==> config.mk <==
export PLATFORM = sky130hd
export DESIGN_NAME = apq_best
export DESIGN_NICKNAME = d
export VERILOG_FILES = /design/src/sv/apq_pkg.sv /design/src/sv/apq_best.sv
export SDC_FILE = /design/constraint.sdc
export NUM_CORES = 1
export LEC_CHECK = 0
export CORE_ASPECT_RATIO = 0.5
export CORE_MARGIN = 1.5
export CORE_UTILIZATION = 60
export DETAILED_ROUTE_END_ITERATION = 6
export DONT_BUFFER_PORTS = 1
export GPL_TIMING_DRIVEN = 0
export HOLD_SLACK_MARGIN = 0.02
export PLACE_DENSITY = 0.76
export SETUP_SLACK_MARGIN = 0.15
export SYNTH_ARGS = -nofsm -noshare
export SYNTH_HDL_FRONTEND = slang
export SYNTH_SLANG_ARGS = --single-unit
export TNS_END_PERCENT = 20
==> constraint.sdc <==
create_clock -name clk -period 5.9 [get_ports clk]
set_clock_uncertainty 0.2 [all_clocks]
set_input_delay 1.18 -clock clk [delete_from_list [all_inputs] [get_ports clk]]
set_output_delay 1.18 -clock clk [all_outputs]
set_load 0.01 [all_outputs]
==> src/sv/apq_pkg.sv <==
// Shared constants, types and the ranking function of the array priority queue.
package apq_pkg;

  localparam int QUEUE_DEPTH = 128;
  localparam int ADDR_W      = $clog2(QUEUE_DEPTH);
  localparam int CNT_W       = $clog2(QUEUE_DEPTH + 1);
  localparam int VAL_W       = 32;
  localparam int PRI_W       = 16;
  localparam int ENTRY_W     = VAL_W + PRI_W;

  typedef enum logic {
    OP_ENQUEUE = 1'b0,
    OP_DEQUEUE = 1'b1
  } op_t;

  typedef enum logic [1:0] {
    STATUS_DONE  = 2'd0,
    STATUS_FULL  = 2'd1,
    STATUS_EMPTY = 2'd2
  } status_t;

  typedef enum logic [1:0] {
    ST_IDLE,
    ST_SCAN,
    ST_LAST,
    ST_FIN
  } state_t;

  // One entry offered to, or held by, the best-entry tracker.
  typedef struct packed {
    logic                     valid;
    logic signed [VAL_W-1:0]  value;
    logic signed [PRI_W-1:0]  prio;
    logic [ADDR_W-1:0]        pos;
  } cand_t;

  // True when entry a is served before entry b that sits at an earlier position.
  function automatic logic outranks(input logic signed [PRI_W-1:0] a_prio,
                                    input logic signed [VAL_W-1:0] a_value,
                                    input logic signed [PRI_W-1:0] b_prio,
                                    input logic signed [VAL_W-1:0] b_value);
    return (a_prio > b_prio) || ((a_prio == b_prio) && (a_value > b_value));
  endfunction

endpackage

==> src/sv/apq_best.sv <==
// Tracker that keeps the best entry seen during a scan of the store.
module apq_best (
  input  logic           clk,
  input  logic           rst,
  input  logic           clear,
  input  apq_pkg::cand_t cand,
  output apq_pkg::cand_t best
);
  import apq_pkg::*;

  cand_t held;

  // Candidates arrive in position order, so a strict win keeps the earliest on a full tie.
  always_ff @(posedge clk) begin
    if (rst) begin
      held.valid <= 1'b0;
    end else if (clear) begin
      held.valid <= 1'b0;
    end else if (cand.valid) begin
      if (!held.valid || outranks(cand.prio, cand.value, held.prio, held.value)) begin
        held <= cand;
      end
    end
  end

  assign best = held;

endmodule

==> flow_metrics.py, run 1 <==
metrics = {
    "status": {
        "outcome": "finished, final reports clean",
    },
    "detailed_routing": {
        "vias_per_cell": 5.614,
        "wl_per_cell_um": 16.99,
        "antenna_left": 0,
        "drc": 0,
        "drtPass1Iterations": 4,
        "routed_wl_um": 5232,
        "vias": 1729,
        "drt_iter0_drc": 31,
    },
    "cells_and_area": {
        "layout_common_cells": "edfxtp_1, inv_1, ha_1",
        "largest_reg_flops": 56,
        "nets": 348,
        "antenna_cells": 0,
        "area_growth_pct": 7.519,
        "regArea_sq_um": 1672,
        "layout-drive-gt1-share_pct": 6.198,
        "multi_input_area_sq_um": 1101,
        "final_common_cell": "edfxtp_1",
        "final.fill_count": 366,
    },
    "logic_synthesis": {
        "yosys_warnings": 0,
        "synth-edff-count": 55,
        "synthesis.nets": 340,
        "yosysSeqAreaShare_pct": 56.75,
        "yosys_register_bits": 56,
        "netlist_instances": 233,
        "syn_area_sq_um": 2945,
        "synth-async-reset-ratio_pct": 0,
        "synth.distinct_cells": 31,
        "ys.flop_type": "edfxtp_1",
        "avgSynthCellArea_sq_um": 12.64,
    },
    "clocking": {
        "postCtsHoldBufs": 0,
        "worstSkewPairLatency_ns": 0.31,
        "post_cts_buffers": 0,
        "clkTransAtPathRegs_ns": 0.10,
        "clock-sinks": 56,
        "htree_levels": 2,
        "clk_path_buf_depth": 2,
        "cts_tree": "done",
        "numCtsBuffers": 5,
        "cts_root_buf": "clkbuf_8",
        "cts_resized": 0,
    },
    "sta": {
        "fmax_mhz": 252.9,
        "finalSetupViolCount": 0,
        "timing.hold.ws_ns": 0.3900,
        "rsz0062_at_grt": "false",
        "maxSlewViolCount": 0,
        "setup_tns_ns": 0,
        "worstMarginPinSlew_ns": 0.9312,
        "fin_crit_ns": 3.955,
        "max_slew_margin_pct": 37.68,
        "hold_viol_final": 0,
        "final.period_utilization_pct": 67.03,
    },
    "floorplan": {
        "floorplan.die.width_um": 102.1,
        "num_rows": 17,
        "die-area_sq_um": 5364,
        "top_level_ports": 115,
        "die_height_um": 52.54,
        "core_area_sq_um": 4552,
        "start_util_pct": 64.71,
    },
    "global_route": {
        "antenna_found_initial": 0,
        "grt_pass1_vias": 1826,
        "grt_max_degree": 29,
        "grt_usage_pct": 20.58,
        "grt_pass1_wl_um": 8079,
        "grt.overflow.total": 0,
    },
    "placed_design": {
        "dpl.hpwl_um": 4192,
        "portBuffers": 0,
        "gp_congestion": 0.6841,
    },
    "run": {
        "cap_viol_max_count": 0,
    },
    "pwr": {
        "power_density_nw_per_um2": 245.6,
        "fin_total_pwr_mw": 0.7778,
        "p_leak_nw": 1.385,
        "peakVddDrop_uv": 109.5,
    },
    "worst_setup_path": {
        "cp-start-kind": "primary input",
        "r2r_setup_slack_ns": 2.34,
        "crit_fanout": 28,
        "worstPathArrival_ns": 3.77,
        "cp-end-kind": "flop",
        "path_class": "primary input to flop",
        "required_ns": 5.71,
    },
    "min_path": {
        "hold_class": "flop to flop",
    },
}
-- critical path, stage by stage --
cell	delay, ns
ha_1	0.28
a21oi_1	0.15
o21ai_0	0.09
a221o_2	0.39
a211oi_1	0.26
xor2_1	0.21
a21boi_0	0.16
o21ai_4	0.75
buf_12	0.28
-- synthesized netlist by cell type, types with 2 or more instances --
master	instances	area, sq um
o21ai_0	4	20.02
nand2_1	12	45.04
and4_1	2	17.52
inv_1	48	180.2
nand4_1	7	43.79
a211oi_1	2	15.01
edfxtp_1	55	1652
a21boi_0	2	15.01
ha_1	48	600.6
nor2b_1	2	12.51
nor2_1	5	18.77
a21o_1	5	37.54
a21oi_1	17	85.08
nand3_1	6	30.03
o211ai_1	2	15.01
-- logic make-up (layout without fill, tap and decap cells) --
logic type / after synthesis / after routing / share of synthesized area [%]
DFF: 56 / 56 / 56.75
muxes: 1 / 1 / 0.5096
xor gates and xnor gates: 1 / 1 / 0.2974
adders and majority gates: 48 / 48 / 20.39
AOI/OAI and AO/OA: 39 / 39 / 8.411
and+or+nand+nor: 40 / 40 / 7.519
buffers and inverters: 48 / 57 / 6.117
-- layout make-up --
type	instances	share of cell area, %
multi-input combinational	129	34.77
sequential	56	52.79
timing repair buffer	1	0.6322
clock inverter	3	1.343
clock buffer	5	2.173
tap	66	2.608
inverter	48	5.689
-- where the power goes --
part	total, mW	switching [mW]	leakage, nW	internal, mW
logic	0.0626	0.0354	0.816	0.0272
registers	0.464	0.0121	0.513	0.452
clock network	0.252	0.126	0.0558	0.126
-- metal layers --
| layer | GRT usage [%] | wire [um] |
|---|---|---|
| met5 | 0 | 0 |
| met4 | 5.936 | 46 |
| met3 | 8.667 | 480 |
| met2 | 36.20 | 2586 |
| met1 | 23.24 | 2119 |
-- stage by stage --
step	instances	utilization, %	setup WS, ns	area [sq um]
5_1_grt	308	69.57	1.720	3167
3_5_place_dp	300	67.12	1.576	3055
3_3_place_gp	299	66.52	0.5709	3028
6_report	308	69.57	1.945	3167
2_1_floorplan	233	-	1.266	2945
4_1_cts	308	69.57	1.901	3167
-- worst paths after layout --
kind | to | depth (start not counted) | from
max | best[20] | 9 | cand[14]
min | best[55] | 1 | best[55]
max reg2reg | best[20] | 10 | best[14]
min reg2reg | best[55] | 1 | best[55]
(Power assumes the default switching activity.)
==> inputs of run 2 (changes only) <==
- CORE_UTILIZATION: 60 -> 57
- PLACE_DENSITY: 0.76 -> 0.75
- clock period: 5.9 -> 3.2 ns (I/O delays scaled with it)
==> run 2 against run 1 <==
Net effect:
- sequential share of layout area shrank 5.4 points
- critical path depth rose by 1
- clock power is 85% higher
- die area is 5.0% higher
- register-to-register slack got worse by 2.2 ns
- non-clock buffer count grew 11
- global-route usage rose by 0.23 points
- design area is 11% higher
- combinational power rose by 140%
- highest routed layer unchanged
- first-iteration DRC count rose by 140%
==> flow_metrics.py, run 2 (synthesis results as in run 1) <==
metrics = {
    "floorplan": {
        "die_height_um": 53.83,
        "num_rows": 18,
        "start_util_pct": 59.44,
        "die-area_sq_um": 5634,
        "top_level_ports": 115,
        "floorplan.die.width_um": 104.7,
        "core_area_sq_um": 4955,
    },
    "detailed_routing": {
        "vias": 1834,
        "wl_per_cell_um": 18.27,
        "drc": 0,
        "routed_wl_um": 5918,
        "drtPass1Iterations": 4,
        "antenna_left": 0,
        "drt_iter0_drc": 73,
        "vias_per_cell": 5.660,
    },
    "cells_and_area": {
        "layout_common_cells": "edfxtp_1, inv_1, ha_1",
        "antenna_cells": 0,
        "final_common_cell": "edfxtp_1",
        "nets": 360,
        "largest_reg_flops": 56,
        "area_growth_pct": 19.84,
        "layout-drive-gt1-share_pct": 20.08,
    },
    "clocking": {
        "clk_path_buf_depth": 2,
        "worstSkewPairLatency_ns": 0.31,
        "clkTransAtPathRegs_ns": 0.10,
        "clock-sinks": 56,
        "cts_tree": "done",
        "cts_root_buf": "clkbuf_8",
        "numCtsBuffers": 5,
        "postCtsHoldBufs": 0,
        "htree_levels": 2,
    },
    "sta": {
        "rsz0062_at_grt": "true",
        "fin_crit_ns": 3.015,
        "worstMarginPinSlew_ns": 0.4658,
        "max_slew_margin_pct": 68.83,
        "hold_viol_final": 0,
        "final.period_utilization_pct": 94.21,
        "finalSetupViolCount": 0,
        "setup_tns_ns": 0,
        "timing.hold.ws_ns": 0.2190,
        "maxSlewViolCount": 0,
        "fin_ws_ns": 0.1852,
        "fmax_mhz": 331.7,
    },
    "placed_design": {
        "pre_cts_slack_ns": -0.3634,
        "portBuffers": 0,
        "dpl.hpwl_um": 4378,
        "gp_congestion": 0.7594,
    },
    "pwr": {
        "power_density_nw_per_um2": 417.9,
        "p_clk_share_pct": 31.7,
        "pwr-share-seq_pct": 58.0,
        "intPower_mw": 1.138,
        "switching_share_pct": 22.85,
        "p_sw_mw": 0.3371,
        "peakVddDrop_uv": 246.8,
        "comb_power_share_pct": 10.3,
        "p_leak_nw": 1.478,
    },
    "min_path": {
        "hp-start": "cand[36]",
        "hold_class": "primary input to flop",
    },
    "worst_setup_path": {
        "crit_path_start": "best[34]",
        "r2r-start": "best[34]",
        "cp-start-kind": "flop",
        "slowest_stage": "edfxtp_1",
        "crit_fanout": 14,
        "path_class": "flop to flop",
        "required_ns": 3.03,
        "cp-end-kind": "flop",
        "worstPathArrival_ns": 2.85,
        "cpPeakStageDelay_ns": 0.42,
        "crit_chain": "inv_1, ha_1, nand4_1, nor4_4, a21boi_1, o31ai_2, o211ai_1, mux2_4, o21ai_4, bufbuf_16",
    },
    "global_route": {
        "grt_max_degree": 18,
        "grt_pass1_wl_um": 8880,
        "grt_usage_pct": 20.81,
        "grt_pass1_vias": 1855,
        "grt.overflow.total": 0,
        "antenna_found_initial": 0,
    },
    "status": {
        "outcome": "finished, final reports clean",
    },
    "run": {
        "cap_viol_max_count": 0,
    },
}
==> run 2: cell types whose count changed in the layout (fill, tap and decap cells not counted), moves of 2 or more <==
cell      change
ha_1         -11
buf_4         +7
a21oi_1       -2
a21boi_0      -2
inv_1         -4
nor4_4        +2
inv_2         +4
ha_4         +11
a21oi_2       +2
==> run 2: through the flow <==
stage          power (mW)  cell area (sq um)  utilization (%)  instances
6_report            1.475               3530            71.24        324
2_1_floorplan      0.9709               3115                -        233
3_5_place_dp        1.005               3223            65.05        304
4_1_cts             1.474               3428            69.19        318
5_1_grt             1.537               3530            71.24        324
3_3_place_gp       0.9945               3203            64.65        303
==> run 2: area by class of cell <==
type | instances | area [sq um]
Fill cell | 339 | 1425
Multi-Input combinational cell | 130 | 1318
Tap cell | 70 | 87.58
Sequential cell | 56 | 1672
Clock buffer | 5 | 68.82
Inverter | 48 | 180.2
Clock inverter | 3 | 42.54
Timing Repair Buffer | 12 | 161.4
==> run 2: path summary, 6_finish.rpt <==
path	end	slack, ns	cells past startpoint
worst min-delay path	best[36]	0.22	0
worst max-delay path	best[7]	0.19	10
worst max register to register	best[7]	0.19	10
worst min register to register	best[55]	0.38	1
==> run 2: critical path, delay by kind of cell, from the launching register on <==
| family | cells | cell delay, ns |
|---|---|---|
| and+or+nand+nor | 2 | 0.52 |
| AOI/OAI and AO/OA | 4 | 0.53 |
| buffers and inverters | 2 | 0.39 |
| muxes | 1 | 0.36 |
| adders and majority gates | 1 | 0.32 |
| DFF | 1 | 0.42 |
==> run 2: repair_timing <==
action | 4_1_cts | 5_1_grt
pin swaps | 6 | 7
setup endpoints to repair | 55 | 55
gates resized for setup | 3 | 10
setup buffers | 4 | 5
gates cloned | 2 | 1
hold endpoints to repair | 0 | 0
==> run 2: power groups by stage <==
stage	clock network (mW)	logic (mW)	registers (mW)
finish	0.467	0.153	0.855
global route	0.505	0.175	0.858
CTS	0.475	0.144	0.856
detailed placement	0	0.132	0.873
global placement	0	0.122	0.872
floorplan	0	0.103	0.868
==> run 2: per-layer routing <==
metal  routed length [um]  vias up  global-route usage (%)
li1                     -      885                       -
met1                 2612      873                   26.60
met2                 2752       70                   34.65
met3                  499        6                   7.869
met4                   54        0                   4.566
met5                    0        -                       0
