--- src/sv/apq_ram.sv ---
// Generic single-write, single-read synchronous RAM with registered read data.
module apq_ram #(
  parameter int WIDTH = 8,
  parameter int DEPTH = 16
) (
  input  logic                     clk,
  input  logic                     we,
  input  logic [$clog2(DEPTH)-1:0] waddr,
  input  logic [WIDTH-1:0]         wdata,
  input  logic                     re,
  input  logic [$clog2(DEPTH)-1:0] raddr,
  output logic [WIDTH-1:0]         rdata
);

  logic [WIDTH-1:0] mem [DEPTH];

  // Write port.
  always_ff @(posedge clk) begin
    if (we) begin
      mem[waddr] <= wdata;
    end
  end

  // Read port, with registered read data.
  always_ff @(posedge clk) begin
    if (re) begin
      rdata <= mem[raddr];
    end
  end

endmodule

--- config.mk ---
export PLATFORM = sky130hd
export DESIGN_NAME = apq_ram
export DESIGN_NICKNAME = d
export VERILOG_FILES = /design/src/sv/apq_ram.sv
export SDC_FILE = /design/constraint.sdc
export NUM_CORES = 1
export LEC_CHECK = 0
export ABC_AREA = 1
export ABC_CLOCK_PERIOD_IN_PS = 1110
export BUFFER_PORTS_ARGS = -buffer_cell sky130_fd_sc_hd__clkbuf_2
export CORE_MARGIN = 10
export CORE_UTILIZATION = 55
export DETAILED_ROUTE_END_ITERATION = 10
export GPL_TIMING_DRIVEN = 1
export MAX_ROUTING_LAYER = met4
export PLACE_DENSITY = 0.75
export SLEW_MARGIN = 15
export SYNTH_ARGS = -nofsm -noshare
export SYNTH_HDL_FRONTEND = slang
export SYNTH_SLANG_ARGS = --single-unit
--- constraint.sdc ---
create_clock -name clk -period 1.11 [get_ports clk]
set_input_delay 0.222 -clock clk [delete_from_list [all_inputs] [get_ports clk]]
set_output_delay 0.222 -clock clk [all_outputs]
set_load 0.005 [all_outputs]
==> key figures, run 1 <==
Logic synthesis
  – Post-synth top area share: 69.85%
  – Synth unique cells: 11
  – Share of the yosys chip area belonging to registers: 69.85%
  – Syn_nets: 570
  – Syn_area_per_cell: 10.61 sq um
  – Synth Warn #: 0
  – Post-synth top area cell: edfxtp_1
  – Flops & latches, synth: 136
  – Top cells by area, synth: edfxtp_1, nand2_1, nand3_1, inv_1, buf_6
  – Syn Inst Count: 551
  – Synth Cell Area: 5847 sq um

Place
  – Port Buffer Count: 26
  – Post-Place Cells: 717
  – DP HPWL: 8398 um
  – Pre-CTS setup slack: -0.3293 ns
  – GP Congestion: 0.8966
  – Area after DPL: 6291 sq um

Finish
  – Layout cells sized above 1: 20.98%
  – Antenna cell count: 0
  – Nets: 619
  – Final Cell Area: 7015 sq um
  – Area delta synth->final: 19.99%
  – Final Non-Filler Cells: 746
  – Filler cells: 765
  – Fin util: 67.96%

GRT
  – Largest net degree at the start of global routing: 33
  – Global Route Usage Sum: 19.30%
  – Via count of the first global-routing pass: 4016
  – First-pass GRT wire length: 21330 um
  – Initial antenna violation count: 0
  – Total gr overflow: 0

Routing
  – # DRC: 0
  – Pre-antenna DRT Iters: 5
  – Wire length per cell: 18.35 um
  – Post-route ant nets: 0
  – Vias per std cell: 5.390
  – Wirelength, routed: 13690 um
  – DR vias: 4021
  – Iteration-0 DRC Markers: 566

Clock tree
  – Max H-tree Level: 4
  – CTS Buf Count: 17
  – CTS tree: done
  – Worst-Skew Late Latency: 0.51 ns
  – Clock sink count: 136
  – Worst-path clk slew: 0.06 ns
  – Clock Tree Root: clkbuf_8
  – Max clock buf depth: 2

Critical path
  – CP top delay family: flip-flops
  – CP Cell Sequence: clkbuf_2
  – Critical Path Sink Type: output pin
  – CP Class: reg2out
  – CP peak stage delay: 0.41 ns
  – Buf+Inv Stages, Crit Path: 1
  – Crit path launch type: flop
  – Worst R2R Setup Slack: 0 ns
  – R2R depth: 6
  – Crit path depth: 1
  – Worst Path Required: 0.89 ns
  – Reg2Reg Capture Point: rdata[6]
  – Slowest CP cell: edfxtp_1
  – Crit Path Max Fanout: 1
  – Worst EP arrival: 1.06 ns
  – R2r startpoint: mem[6][6]

Timing
  – Post-route setup slack: -0.1680 ns
  – Hold slack final: 0.08079 ns
  – RSZ-0062 raised after global routing: true
  – Fmax: 782.5 MHz
  – Max-slew violation count: 0
  – Clock period minus worst slack: 1.278 ns
  – Fin. Hold Viols: 0
  – Part of the cycle the worst path needs: 115.1%
  – Final Skew: 0.008585 ns
  – Slew Limit Headroom: 69.78%
  – Final Setup Violations: 9
  – Worst Max-Slew Pin Slew: 0.4533 ns

Floorplanning
  – Core Region: 10320 sq um
  – Row cnt: 37
  – Die area: 15150 sq um
  – Die width: 123.1 um
  – Die height: 123.1 um
  – Starting Density: 56.64%
  – Boundary Pins: 27

Run status
  – Failing checks: negative setup slack
  – Status: finished, violations left

Power
  – LEAKAGE: 3.044 nW
  – P per Cell Area: 1658 nW/um^2
  – Maximum vdd ir drop: 0.9764 mV

Min path
  – Worst Hold Path EP: rdata[7]
  – Type of the most critical hold path: in2reg
  – HP Start: raddr[3]
  – Hold depth: 3

Flow run
  – Maxcap violations: 0
==> cell type report <==
cell class / count / area [sq um] / share of cell area [%]
clock buffer: 23 / 436.7 / 6.224
clock inverter: 6 / 77.57 / 1.106
inverter: 102 / 382.9 / 5.457
multi-input combinational: 289 / 1436 / 20.47
sequential: 136 / 4084 / 58.21
tap: 136 / 170.2 / 2.426
timing repair buffer: 54 / 427.9 / 6.100
==> worst max-delay path by stage <==
stage / slack, ns / end / start
6_report: -0.17 / rdata[5] / rdata[5]
5_1_grt: -0.20 / rdata[0] / rdata[0]
4_1_cts: -0.18 / rdata[5] / rdata[5]
3_5_place_dp: -0.33 / rdata[3] / raddr[0]
3_3_place_gp: -0.32 / rdata[7] / raddr[0]
2_1_floorplan: -0.06 / mem[11][0] / waddr[2]
==> metrics by stage <==
step	TNS [ns]	total power, mW
2_1_floorplan	-5.372	6.330
3_3_place_gp	-9.898	6.658
3_5_place_dp	-13.42	6.677
4_1_cts	-1.139	11.62
5_1_grt	-1.529	12.01
6_report	-0.9954	11.63
==> power breakdown <==
part | internal, mW | total (mW) | switching, mW
Combinational | 0.268 | 0.827 | 0.560
Sequential | 5.79 | 5.82 | 0.0316
Clock | 3.13 | 4.98 | 1.85
==> flip-flops by register name, summed over array words and instances, names as in the netlist <==
signal / flops
mem: 128
rdata: 8
==> cells in the mapped netlist, drive strengths merged <==
master	count
inv	102
buf	24
nor2	17
nand3	97
nand3b	2
nand2	173
edfxtp	136
==> cell families after synthesis <==
| family | Yosys count | share of synthesized area (%) |
|---|---|---|
| flops | 136 | 69.85 |
| simple gates | 289 | 20.76 |
| buf+inv | 126 | 9.394 |
==> routing by layer <==
layer / GRT usage (%) / share of wire (%) / vias up / wire (um)
met1: 23.38 / 39 / 1931 / 5382
met4: 7.642 / 2.3 / 0 / 314
met3: 4.512 / 7.8 / 25 / 1066
li1: - / - / 1878 / -
met2: 30.86 / 51 / 187 / 6922
met5: - / 0 / - / 0
==> cell usage in the layout (no fill, tap or decap) <==
cell type  synthesis  final
nand2_2            0      8
edfxtp_1         136    136
buf_12             0      7
nor2_2             0      5
clkinv_1           0      2
buf_4              4     21
nand3b_1           2      2
clkbuf_8           0      1
bufinv_16          0      2
inv_2              2      2
clkbuf_1           0      6
inv_1            100    100
clkbuf_2           0     26
clkinv_2           0      2
nand2_1          173    165
nand3_2            0     38
clkbuf_16          0     16
nand3_1           97     59
nor2_1            17     12
==> what timing repair did <==
item / in CTS / in global routing
pin swaps: 5 / 27
buffers inserted: 0 / 0
gates resized for setup: 12 / 34
endpoints found under the hold margin: 0 / 0
gates cloned: 0 / 0
hold buffers: 0 / 0
endpoints found under the setup margin: 14 / 16
Note: power is estimated with default switching activity, not from simulation.
==> run 2, diff against run 1 <==
ABC_CLOCK_PERIOD_IN_PS = 1380   (was 1110)
CORE_UTILIZATION = 61   (was 55)
GPL_TIMING_DRIVEN = unset   (was 1)
PLACE_DENSITY = 0.79   (was 0.75)
clock period = 1.38 ns   (was 1.11 ns; I/O delays follow)
==> run 2 against run 1 <==
The run now ends clean. Sequential cell count stayed put. Hold slack gained 0.063 ns. Clock-buffer cell count decreased by 6. Setup slack better by 0.18 ns. Wire length decreased by 2.1%. Largest power group unchanged. Die area fell by 8.3%. Combinational power shrank 28%. Global-route usage increased by 1.0 points. Power decreased by 16%. Sequential power decreased by 20%. Non-clock buffer count increased by 1. Via count grew 0.15%.
==> key figures, run 2 (synthesized netlist as in run 1, its figures left out) <==
Routing
  – Post-route ant nets: 0 (unchanged)
  – # DRC: 0 (unchanged)
  – Wire length per cell: 18.08 um (was 18.35 um)
  – Iteration-0 DRC Markers: 361 (was 566)
  – Vias per std cell: 5.435 (was 5.390)
  – DR vias: 4027 (was 4021)
  – Wirelength, routed: 13400 um (was 13690 um)
  – Pre-antenna DRT Iters: 6 (was 5)

Place
  – Port Buffer Count: 26 (unchanged)
  – GP Congestion: 0.9083 (was 0.8966)
  – Post-Place Cells: 711 (was 717)
  – DP HPWL: 8417 um (was 8398 um)
  – Area after DPL: 6240 sq um (was 6291 sq um)
  – Pre-CTS setup slack: -0.1824 ns (was -0.3293 ns)

Critical path
  – CP Class: reg2out (unchanged)
  – R2r startpoint: mem[6][5] (was mem[6][6])
  – Worst Path Required: 1.10 ns (was 0.89 ns)
  – CP peak stage delay: 0.43 ns (was 0.41 ns)
  – CP top delay family: flip-flops (unchanged)
  – Critical Path Sink Type: output pin (unchanged)
  – Reg2Reg Capture Point: rdata[5] (was rdata[6])
  – Crit path depth: 1 (unchanged)
  – Crit path launch type: flop (unchanged)
  – CP Cell Sequence: clkbuf_2 (unchanged)
  – Buf+Inv Stages, Crit Path: 1 (unchanged)
  – Worst R2R Setup Slack: 0.18 ns (was 0 ns)
  – Crit Path Max Fanout: 1 (unchanged)
  – Slowest CP cell: edfxtp_1 (unchanged)
  – CP startpoint: rdata[1] (was rdata[5])
  – R2R depth: 6 (unchanged)
  – Worst EP arrival: 1.09 ns (was 1.06 ns)

Timing
  – Fmax: 729.9 MHz
  – Hold slack final: 0.1438 ns (was 0.08079 ns)
  – Post-route setup slack: 0.009989 ns (was -0.1680 ns)
  – Slew Limit Headroom: 60.28% (was 69.78%)
  – Max-slew violation count: 0 (unchanged)
  – Fin. Hold Viols: 0 (unchanged)
  – Final Setup Violations: 0 (was 9)
  – Clock period minus worst slack: 1.370 ns
  – Setup_tns: 0 ns (was -0.9954 ns)
  – RSZ-0062 raised after global routing: true (unchanged)
  – Final Skew: 0.003978 ns (was 0.008585 ns)
  – Worst Max-Slew Pin Slew: 0.5949 ns (was 0.4533 ns)
  – Part of the cycle the worst path needs: 99.28%

Finish
  – Area delta synth->final: 16.88% (was 19.99%)
  – Antenna cell count: 0 (unchanged)
  – Most common cell after layout, fill and taps aside: nand2_1 (unchanged)
  – Filler cells: 647 (was 765)
  – Fin util: 73.61% (was 67.96%)
  – Top Registers: mem x128, rdata x8 (unchanged)
  – Biggest register: mem (unchanged)
  – Layout cells sized above 1: 14.05% (was 20.98%)
  – Most frequent cells in the layout: nand2_1, edfxtp_1, inv_1, nand3_1, clkbuf_2 (was nand2_1, edfxtp_1, inv_1, nand3_1, nand3_2)
  – Number of flip-flops in the largest register: 128 (unchanged)
  – Final Non-Filler Cells: 741 (was 746)
  – Nets: 620 (was 619)
  – Final Cell Area: 6834 sq um (was 7015 sq um)

Power
  – Net Sw Frac: 21.13% (was 20.99%)
  – Clock network power share: 46.3% (was 42.8%)
  – P per Cell Area: 1437 nW/um^2 (was 1658 nW/um^2)
  – Combinational power share: 6.0% (was 7.1%)
  – Tot Pwr: 9.819 mW (was 11.63 mW)
  – Net Switching: 2.074 mW (was 2.441 mW)
  – LEAKAGE: 2.990 nW (was 3.044 nW)
  – Pint: 7.744 mW (was 9.188 mW)
  – Sequential share of power: 47.7% (was 50.1%)
  – Maximum vdd ir drop: 0.8958 mV (was 0.9764 mV)

Clock tree
  – Post-CTS Setup Inserts: 0 (unchanged)
  – Max clock buf depth: 2 (unchanged)
  – Max H-tree Level: 4 (unchanged)
  – CTS Buf Count: 17 (unchanged)
  – Worst-path clk slew: 0.06 ns (about the same)
  – CTS tree: done (unchanged)
  – Worst-Skew Late Latency: 0.52 ns (was 0.51 ns)
  – Clock sink count: 136 (unchanged)
  – Clock Tree Root: clkbuf_8 (unchanged)

Floorplanning
  – Core Region: 9284 sq um (was 10320 sq um)
  – Die height: 117.9 um (was 123.1 um)
  – Starting Density: 62.98% (was 56.64%)
  – Row cnt: 35 (was 37)
  – Die width: 117.9 um (was 123.1 um)
  – Die area: 13900 sq um (was 15150 sq um)
  – Boundary Pins: 27 (unchanged)

Min path
  – HP Start: re (was raddr[3])
  – Type of the most critical hold path: in2reg (unchanged)
  – Worst Hold Path EP: rdata[5] (was rdata[7])
  – Hold depth: 1 (was 3)

GRT
  – First-pass GRT wire length: 21210 um (was 21330 um)
  – Largest net degree at the start of global routing: 33 (unchanged)
  – Total gr overflow: 0 (unchanged)
  – Via count of the first global-routing pass: 4016 (unchanged)
  – Global Route Usage Sum: 20.31% (was 19.30%)
  – Initial antenna violation count: 0 (unchanged)

Run status
  – Status: finished, final reports clean (was finished, violations left)

Flow run
  – Maxcap violations: 0 (unchanged)
[run 2: cell types whose count changed in the layout (fill, tap and decap cells not counted), moves of 3 or more]
cell / previous run / this run
clkbuf_1: 6 / 0
nand3_1: 59 / 97
buf_4: 21 / 25
nor2_2: 5 / 0
nor2_1: 12 / 17
nand3_2: 38 / 0
buf_12: 7 / 4
nand2_2: 8 / 0
nand2_1: 165 / 173
[run 2: cell type report]
class	count	area, sq um	share of cell area [%]
clock buffer	17	414.1	6.060
clock inverter	13	180.2	2.636
inverter	102	382.9	5.602
multi-input combinational	289	1214	17.76
sequential	136	4084	59.76
tap	129	161.4	2.362
timing repair buffer	55	397.9	5.822
[run 2: how the worst max path moves through the flow]
stage                       to  slack (ns)
global route          rdata[4]       -0.01
finish                rdata[1]        0.01
detailed placement    rdata[3]       -0.18
CTS                   rdata[4]       0.008
global placement      rdata[3]       -0.11
floorplan           mem[10][0]        0.15
[run 2: power by group through the flow]
| stage | clock [mW] | combinational (mW) | sequential, mW |
|---|---|---|---|
| 2_1_floorplan | 0 | 0.326 | 4.76 |
| 3_3_place_gp | 0 | 0.560 | 4.77 |
| 3_5_place_dp | 0 | 0.577 | 4.77 |
| 4_1_cts | 4.56 | 0.586 | 4.68 |
| 5_1_grt | 4.78 | 0.652 | 4.69 |
| 6_report | 4.54 | 0.592 | 4.68 |
[run 2: worst reg2reg max path: stages, from the launching register on]
cell and delay (ns):
edfxtp_1 0.37, inv_1 0.08, nand2_1 0.08, nand3_1 0.10, nand3_1 0.11, nand3_1 0.14
nand2_1 0.08
[run 2: per-layer routing]
layer / up-vias / wire [um] / global-route usage, %
li1: 1880 / - / -
met1: 1858 / 5332 / 24.59
met2: 243 / 6420 / 31.33
met3: 46 / 1214 / 5.755
met4: 0 / 429 / 8.578
met5: - / 0 / -
[run 2: timing repair]
action	CTS	global route
endpoints found under the hold margin	0	0
hold buffers	0	0
endpoints found under the setup margin	0	2
gates resized for setup	0	0
